--- src/rtl/scc_pkg.sv ---
package scc_pkg;

    localparam int VERTICES_DEFAULT = 32;
    localparam int ROW_INDEX_W      = 5;
    localparam int ROW_BITS_W       = 32;
    localparam int CFG_W            = 6;
    localparam int OUT_ID_W         = 5;
    localparam logic [CFG_W-1:0] VERTEX_COUNT_RESET = 6'd32;

    typedef enum logic [3:0] {
        ST_LOAD,
        ST_PASS_START,
        ST_SEED,
        ST_SCAN,
        ST_EMIT,
        ST_CLEAR
    } scc_state_t;

    typedef struct packed {
        logic load_row;
        logic begin_pass;
        logic seed;
        logic scan;
        logic emit;
        logic clear_step;
        logic next_seed;
    } scc_cmd_t;

    typedef struct packed {
        logic seed_done;
        logic seed_ok;
        logic stack_empty;
        logic pass_two;
        logic emit_done;
        logic clear_done;
    } scc_status_t;

endpackage

--- src/rtl/scc_ctrl.sv ---
module scc_ctrl
    import scc_pkg::*;
(
    input  logic        clk,
    input  logic        rst_n,
    input  logic        start,
    input  logic        last_row,
    input  scc_status_t status,
    output scc_cmd_t    cmd,
    output logic        busy
);

    scc_state_t state_reg;
    scc_state_t state_next;

    always_ff @(posedge clk or negedge rst_n)
    begin
        if (!rst_n)
        begin
            state_reg <= ST_LOAD;
        end
        else
        begin
            state_reg <= state_next;
        end
    end

    always_comb
    begin
        state_next = state_reg;
        cmd        = '0;
        busy       = 1'b1;
        case (state_reg)
            ST_LOAD:
            begin
                busy = 1'b0;
                if (start)
                begin
                    cmd.load_row = 1'b1;
                    if (last_row)
                    begin
                        state_next = ST_PASS_START;
                    end
                end
            end
            ST_PASS_START:
            begin
                cmd.begin_pass = 1'b1;
                state_next     = ST_SEED;
            end
            ST_SEED:
            begin
                if (status.seed_done)
                begin
                    if (status.pass_two)
                    begin
                        state_next = ST_EMIT;
                    end
                    else
                    begin
                        state_next = ST_PASS_START;
                    end
                end
                else if (status.seed_ok)
                begin
                    cmd.seed   = 1'b1;
                    state_next = ST_SCAN;
                end
                else
                begin
                    cmd.next_seed = 1'b1;
                end
            end
            ST_SCAN:
            begin
                if (status.stack_empty)
                begin
                    cmd.next_seed = 1'b1;
                    state_next    = ST_SEED;
                end
                else
                begin
                    cmd.scan = 1'b1;
                end
            end
            ST_EMIT:
            begin
                cmd.emit = 1'b1;
                if (status.emit_done)
                begin
                    state_next = ST_CLEAR;
                end
            end
            ST_CLEAR:
            begin
                cmd.clear_step = 1'b1;
                if (status.clear_done)
                begin
                    state_next = ST_LOAD;
                end
            end
            default:
            begin
                state_next = ST_LOAD;
            end
        endcase
    end

endmodule

--- src/rtl/scc_datapath.sv ---
module scc_datapath
    import scc_pkg::*;
#(
    parameter int VERTICES = VERTICES_DEFAULT
)
(
    input  logic                   clk,
    input  logic                   rst_n,
    input  scc_cmd_t               cmd,
    output scc_status_t            status,
    input  logic [CFG_W-1:0]       cfg_data,
    input  logic                   cfg_we,
    input  logic [ROW_INDEX_W-1:0] row_index,
    input  logic [ROW_BITS_W-1:0]  row_bits,
    output logic                   result_valid,
    output logic [OUT_ID_W-1:0]    vertex_id,
    output logic [OUT_ID_W-1:0]    component_id,
    output logic                   component_end,
    output logic                   run_end
);

    localparam int VW = (VERTICES > 1) ? $clog2(VERTICES) : 1;
    localparam int CW = $clog2(VERTICES + 1);

    logic [VERTICES-1:0]   adj_reg [VERTICES];
    logic [VERTICES-1:0]   visited_reg;
    logic [VW-1:0]         finish_reg [VERTICES];
    logic [VW-1:0]         order_reg [VERTICES];
    logic [VERTICES-1:0]   comp_end_reg;
    logic [OUT_ID_W-1:0]   comp_of_reg [VERTICES];
    logic [VW-1:0]         stk_v_reg [VERTICES];
    logic [CW-1:0]         stk_k_reg [VERTICES];
    logic [CW-1:0]         depth_reg;
    logic [CFG_W-1:0]      vcount_reg;
    logic                  pass_reg;
    logic [CW-1:0]         seed_reg;
    logic [CW-1:0]         fcount_reg;
    logic [CW-1:0]         ocount_reg;
    logic [OUT_ID_W-1:0]   comp_reg;
    logic [CW-1:0]         emit_reg;
    logic [CW-1:0]         clear_reg;

    logic [CW-1:0]         n_eff;
    logic [VERTICES-1:0]   nmask;
    logic [VW-1:0]         seed_v;
    logic [VW-1:0]         top_v;
    logic [CW-1:0]         top_k;
    logic                  cand_bit;
    logic [VW-1:0]         k_idx;

    always_comb
    begin
        if (vcount_reg < 6'd2)
        begin
            n_eff = CW'(2);
        end
        else if (int'(vcount_reg) > VERTICES)
        begin
            n_eff = CW'(VERTICES);
        end
        else
        begin
            n_eff = CW'(vcount_reg);
        end
        for (int i = 0; i < VERTICES; i++)
        begin
            nmask[i] = (i < n_eff);
        end
        if (pass_reg)
        begin
            seed_v = finish_reg[VW'(seed_reg - CW'(1))];
        end
        else
        begin
            seed_v = VW'(seed_reg);
        end
        top_v = stk_v_reg[VW'(depth_reg - CW'(1))];
        top_k = stk_k_reg[VW'(depth_reg - CW'(1))];
        k_idx = VW'(top_k);
        if (pass_reg)
        begin
            cand_bit = adj_reg[top_v][k_idx];
        end
        else
        begin
            cand_bit = adj_reg[k_idx][top_v];
        end
        cand_bit = cand_bit && !visited_reg[k_idx];
    end

    assign status.seed_done   = pass_reg ? (seed_reg == '0) : (seed_reg >= n_eff);
    assign status.seed_ok     = !visited_reg[seed_v] &&
                                (VW'(seed_v) < n_eff);
    assign status.stack_empty = (depth_reg == '0);
    assign status.pass_two    = pass_reg;
    assign status.emit_done   = (emit_reg + CW'(1) >= ocount_reg);
    assign status.clear_done  = (clear_reg == CW'(VERTICES - 1));

    always_ff @(posedge clk or negedge rst_n)
    begin
        if (!rst_n)
        begin
            vcount_reg   <= VERTEX_COUNT_RESET;
            pass_reg     <= 1'b1;
            visited_reg  <= '0;
            depth_reg    <= '0;
            seed_reg     <= '0;
            fcount_reg   <= '0;
            ocount_reg   <= '0;
            comp_reg     <= '0;
            emit_reg     <= '0;
            clear_reg    <= '0;
            result_valid <= 1'b0;
            for (int i = 0; i < VERTICES; i++)
            begin
                adj_reg[i] <= '0;
            end
        end
        else
        begin
            result_valid <= 1'b0;
            if (cfg_we)
            begin
                vcount_reg <= cfg_data;
            end
            if (cmd.load_row && (int'(row_index) < VERTICES))
            begin
                adj_reg[VW'(row_index)] <= VERTICES'(row_bits);
            end
            if (cmd.begin_pass)
            begin
                pass_reg    <= !pass_reg;
                visited_reg <= '0;
                comp_reg    <= '0;
                ocount_reg  <= '0;
                emit_reg    <= '0;
                clear_reg   <= '0;
                if (pass_reg)
                begin
                    seed_reg   <= '0;
                    fcount_reg <= '0;
                    for (int i = 0; i < VERTICES; i++)
                    begin
                        adj_reg[i] <= adj_reg[i] & nmask;
                    end
                end
                else
                begin
                    seed_reg <= fcount_reg;
                end
            end
            if (cmd.next_seed)
            begin
                if (pass_reg)
                begin
                    seed_reg <= seed_reg - CW'(1);
                end
                else
                begin
                    seed_reg <= seed_reg + CW'(1);
                end
            end
            if (cmd.seed)
            begin
                visited_reg[seed_v] <= 1'b1;
                stk_v_reg[0]        <= seed_v;
                stk_k_reg[0]        <= '0;
                depth_reg           <= CW'(1);
            end
            if (cmd.scan)
            begin
                if (top_k < n_eff)
                begin
                    stk_k_reg[VW'(depth_reg - CW'(1))] <= top_k + CW'(1);
                    if (cand_bit)
                    begin
                        visited_reg[k_idx]      <= 1'b1;
                        stk_v_reg[VW'(depth_reg)] <= k_idx;
                        stk_k_reg[VW'(depth_reg)] <= '0;
                        depth_reg               <= depth_reg + CW'(1);
                    end
                end
                else
                begin
                    depth_reg <= depth_reg - CW'(1);
                    if (pass_reg)
                    begin
                        order_reg[VW'(ocount_reg)]   <= top_v;
                        comp_of_reg[VW'(ocount_reg)] <= comp_reg;
                        comp_end_reg[VW'(ocount_reg)] <= (depth_reg == CW'(1));
                        ocount_reg <= ocount_reg + CW'(1);
                        if (depth_reg == CW'(1))
                        begin
                            comp_reg <= comp_reg + OUT_ID_W'(1);
                        end
                    end
                    else
                    begin
                        finish_reg[VW'(fcount_reg)] <= top_v;
                        fcount_reg <= fcount_reg + CW'(1);
                    end
                end
            end
            if (cmd.emit)
            begin
                result_valid  <= 1'b1;
                vertex_id     <= OUT_ID_W'(order_reg[VW'(emit_reg)]);
                component_id  <= comp_of_reg[VW'(emit_reg)];
                component_end <= comp_end_reg[VW'(emit_reg)];
                run_end       <= status.emit_done;
                emit_reg      <= emit_reg + CW'(1);
            end
            if (cmd.clear_step)
            begin
                adj_reg[VW'(clear_reg)] <= '0;
                clear_reg <= clear_reg + CW'(1);
            end
        end
    end

    assert property (@(posedge clk) disable iff (!rst_n)
        depth_reg <= CW'(VERTICES))
        else $error("walk stack overflow");
    assert property (@(posedge clk) disable iff (!rst_n)
        result_valid && run_end |=> !result_valid)
        else $error("result after run end");
    assert property (@(posedge clk) disable iff (!rst_n)
        cmd.seed |=> depth_reg == CW'(1))
        else $error("seed did not start walk");

endmodule

--- src/rtl/strongly_connected_components_unit.sv ---
// Rows load one per cycle while busy is low, and a row that is not last leaves busy low.
// After the last row, two depth-first passes over the N vertices in use test one adjacency bit
// per cycle while scanning, with seeding and backtracking steps in between.
// Then N results stream out one per cycle and a sweep clears all VERTICES rows,
// after which busy drops again. The receiver cannot stall results.
// Asynchronous active-low reset clears all rows and sets vertex_count to 32.
module strongly_connected_components_unit
    import scc_pkg::*;
#(
    parameter int VERTICES = VERTICES_DEFAULT
)
(
    input  logic                   clk,
    input  logic                   rst_n,
    input  logic                   start,
    output logic                   busy,
    input  logic [ROW_INDEX_W-1:0] row_index,
    input  logic [ROW_BITS_W-1:0]  row_bits,
    input  logic                   last_row,
    input  logic                   cfg_valid,
    output logic                   cfg_ready,
    input  logic [CFG_W-1:0]       cfg_data,
    output logic                   result_valid,
    output logic [OUT_ID_W-1:0]    vertex_id,
    output logic [OUT_ID_W-1:0]    component_id,
    output logic                   component_end,
    output logic                   run_end
);

    scc_cmd_t    cmd;
    scc_status_t status;

    assign cfg_ready = !busy;

    scc_ctrl u_ctrl (
        .clk      (clk),
        .rst_n    (rst_n),
        .start    (start),
        .last_row (last_row),
        .status   (status),
        .cmd      (cmd),
        .busy     (busy)
    );

    scc_datapath #(
        .VERTICES (VERTICES)
    ) u_dp (
        .clk           (clk),
        .rst_n         (rst_n),
        .cmd           (cmd),
        .status        (status),
        .cfg_data      (cfg_data),
        .cfg_we        (cfg_valid & cfg_ready),
        .row_index     (row_index),
        .row_bits      (row_bits),
        .result_valid  (result_valid),
        .vertex_id     (vertex_id),
        .component_id  (component_id),
        .component_end (component_end),
        .run_end       (run_end)
    );

endmodule
--- config.mk ---
export PLATFORM = sky130hd
export DESIGN_NAME = strongly_connected_components_unit
export DESIGN_NICKNAME = d
export VERILOG_FILES = /design/src/rtl/scc_pkg.sv /design/src/rtl/scc_ctrl.sv /design/src/rtl/scc_datapath.sv /design/src/rtl/strongly_connected_components_unit.sv
export SDC_FILE = /design/constraint.sdc
export NUM_CORES = 2
export LEC_CHECK = 0
export BUFFER_PORTS_ARGS = -buffer_cell sky130_fd_sc_hd__buf_4
export CAP_MARGIN = 20
export CORE_MARGIN = 3
export CORE_UTILIZATION = 45
export CTS_BUF_LIST = sky130_fd_sc_hd__clkbuf_8
export CTS_CLUSTER_DIAMETER = 100
export DETAILED_ROUTE_END_ITERATION = 7
export PLACE_DENSITY = 0.68
export SLEW_MARGIN = 20
export SYNTH_ARGS = -nofsm -noshare
export SYNTH_HDL_FRONTEND = slang
export SYNTH_SLANG_ARGS = --single-unit
--- constraint.sdc ---
create_clock -name clk -period 10.4 [get_ports clk]
set_input_delay 1.56 -clock clk [delete_from_list [all_inputs] [get_ports clk]]
set_output_delay 1.56 -clock clk [all_outputs]
set_load 0.005 [all_outputs]
==> results.md <==
- Status: finished with violations
- Failing checks: design-rule violations, max-capacitance violations
- Via/cell ratio: slightly above 7
- Post-synthesis sequential area ratio: 0.4914
- Asr flop ratio synth: 0.5585
- Fmax: slightly above 0.1 GHz
- Drt first pass iters: 8
- Hold violation count in the final report: 0
- Max-slew violation count: 0
- Ports: 63
- Final WS setup: roughly 0.49 ns
- Vias: 91,480
- Cell count after synthesis: around 9,500
- Placed instance count: between 10,000 and 15,000
- Max FFs per register: slightly above 1,000
- Chip height: between 400 and 500 µm
- CTS clk-pin slew, worst paths: roughly 0.07 ns
- Cell Rows: around 180
- Initial Util: 0.4543
- WL per Instance: 35.54 µm
- Critical Path Start Type: flop
- Crit path DAT: approximately 11 ns
- Tot GR Track Use: 0.3671
- Tightest Hold Check Type: primary input to async pin
- Max-slew headroom: 0.01823
- Total routed wirelength: 457,200 µm
- CP Capture Type: flop
- DP HPWL: approximately 270,000 µm
- TritonCTS clock tree: done
- Worst VDD drop: between 0.7 and 0.8 mV
- Syn avg cell area: between 10 and 15 µm²
- Setup violators final: 0
- Routability-driven placement congestion ratio: 1.047
- Setup tns final: 0 ns
- Post CTS Setup Buffer Count: 0
- DIE AREA: 241,500 µm²
- CTS Buf Count: 360
- Final hold slack: around 0.38 ns
- Clk buf depth: 4
- Post-synth EDFFs: roughly 680
- Largest net degree at the start of global routing: roughly 170
- CTS Sinks: roughly 2,000
- Power per cell area: around 380 nW/µm²
- Ys flop type: dfrtp_1
- Yosys cell types: ~110
- Core ar.: about 230,000 µm²
- Post-Syn Nets: roughly 9,600
- Post_cts resized: 0
- Reg-to-reg slack, setup: 0.49 ns
- RSZ-0062 raised after global routing: false
- H-tree Lvls: 5
- Tightest Pin Transition: approximately 1.5 ns
- Vias in the first global route: just under 90,000
- Final Util: 0.5042
- GR Overflow Total: 0
- Final cell count without fillers: 12,870
- Critical path required time: around 11 ns
- Initial antenna violation count: 63
- FF+latch count, synth: between 1,500 and 2,000
- Port bufs: 62
- Area Overhead vs Synth: 10.99%
- First-pass GRT wire length: 646,200 µm
- Final Skew: between 0.1 and 0.15 ns
- Hold Buf Count CTS: 0
- Layout cells sized above 1: 0.1759
- Clock Latency Late Sink: about 1.1 ns
- Routed Antenna Nets: 0
- Critical-path maximum fanout: 63
- CTS Root Cell: clkbuf_8
- Dpl ws: ~1.2 ns
- Die width: roughly 490 µm
- Nets: between 9,000 and 10,000
- Critical path type: flop to flop
- Cell area after synthesis: about 110,000 µm²
- Pleak: around 48 nW
- DRC violations left: 32
- Max Cap Viol: 1
- Final Critical Period: a little under 10 ns
- Period utilisation layout: 0.9531
- Initial DRC count: ~16,000
- Synthesis Warnings: 0
-- power breakdown --
group | switching (W) | internal (W) | total [W] | leakage [nW]
Combinational | 0.0201 | 0.00717 | 0.0273 | 21.1
Clock | 0.00345 | 0.00401 | 0.00746 | 4.05
Sequential | 0.000541 | 0.00960 | 0.0101 | 23.0
-- critical path, stage by stage (launching register included) --
cell      delay [ns]
dfrtp_4         0.68
clkinv_1        0.37
buf_4           0.33
ha_4            0.92
buf_4           0.41
mux4_2          0.24
nand2_1         0.07
nand4_1         0.64
and4_4          1.01
buf_12          0.35
buf_4           0.32
mux2i_1         0.22
mux2i_1         0.13
o22ai_1         0.32
nor4_1          0.21
buf_4           0.18
nor4_1          1.14
a211oi_1        0.14
a32oi_2         0.61
nor2_4          0.17
nand3_4         0.18
buf_12          0.22
mux2i_2         0.25
buf_4           0.40
-- layout by cell type, fill, tap and decap left out, drive strengths merged, types with 65 or more instances in the layout --
| cell | instances |
|---|---|
| mux2i | 1513 |
| nand2 | 1273 |
| dfrtp | 1106 |
| nor3 | 748 |
| edfxtp | 684 |
| buf | 459 |
| clkbuf | 441 |
| a21oi | 438 |
| mux4 | 382 |
| nand3 | 362 |
| o21ai | 344 |
| nor2 | 341 |
| a41oi | 231 |
| inv | 198 |
| dfxtp | 192 |
| nand4 | 71 |
| o22ai | 69 |
| a31oi | 65 |
-- final timing paths --
path	cells after the start	startpoint	to
max in group asynchronous	4	rst_n	u_dp.adj_reg[271]
min	1	rst_n	u_dp.adj_reg[881]
max reg2reg	23	u_dp.depth_reg[0]	u_dp.stk_v_reg[30][0]
max	23	u_dp.depth_reg[0]	u_dp.stk_v_reg[30][0]
min in group clk	1	u_dp.fcount_reg[5]	u_dp.fcount_reg[5]
min reg2reg	1	u_dp.fcount_reg[5]	u_dp.fcount_reg[5]
-- stage by stage --
step | power (W) | cell area, µm²
after floorplan | 0.02515 | 106000
after global placement | 0.03519 | 110300
after detailed placement | 0.03553 | 110400
after CTS | 0.04290 | 117500
after global routing | 0.04504 | 117600
final | 0.04488 | 117700
-- area by class of cell --
cell class                 count  area [µm²]
antenna                       51       127.6
clock buffer                 439        6042
clock inverter               185        1016
fill                       20430      115700
inverter                      89       366.6
multi-input combinational   6525       50300
sequential                  1984       52130
tap                         3132        3919
timing repair buffer         461        3795
-- cell usage after synthesis (all sizes together) (86+ instances only) --
cell	instances	area (µm²)
a21oi	438	2192
a41oi	231	2736
buf	313	1830
clkbuf	623	2346
dfrtp	1106	27680
dfxtp	192	3844
edfxtp	684	20540
inv	86	325.3
mux2i	1513	15140
mux4	382	8603
nand2	1273	4786
nand3	362	1829
nor2	341	1305
nor3	748	3749
o21ai	344	1722
-- logic make-up (layout without fill, tap and decap cells) --
| kind of cell | after synthesis | count (layout) | synth area share |
|---|---|---|---|
| simple gates | 2995 | 2995 | 0.1291 |
| other cells | 0 | 51 | 0 |
| compound gates | 1534 | 1534 | 0.1019 |
| buf+inv | 1025 | 1174 | 0.04256 |
| xor+xnor | 20 | 20 | 0.001864 |
| fa+ha+maj | 46 | 46 | 0.005427 |
| flops | 1984 | 1984 | 0.4914 |
| mux | 1930 | 1930 | 0.2277 |
-- layer usage --
layer  vias up  wire (µm)  GRT usage
met1     45130     161700     0.4605
met3      2473      74090     0.1816
met2      8262     180000     0.4872
met5         -        772    0.01488
met4        58      40670     0.2574
li1      35560          -          -
Power figures use the tool's default switching activity.
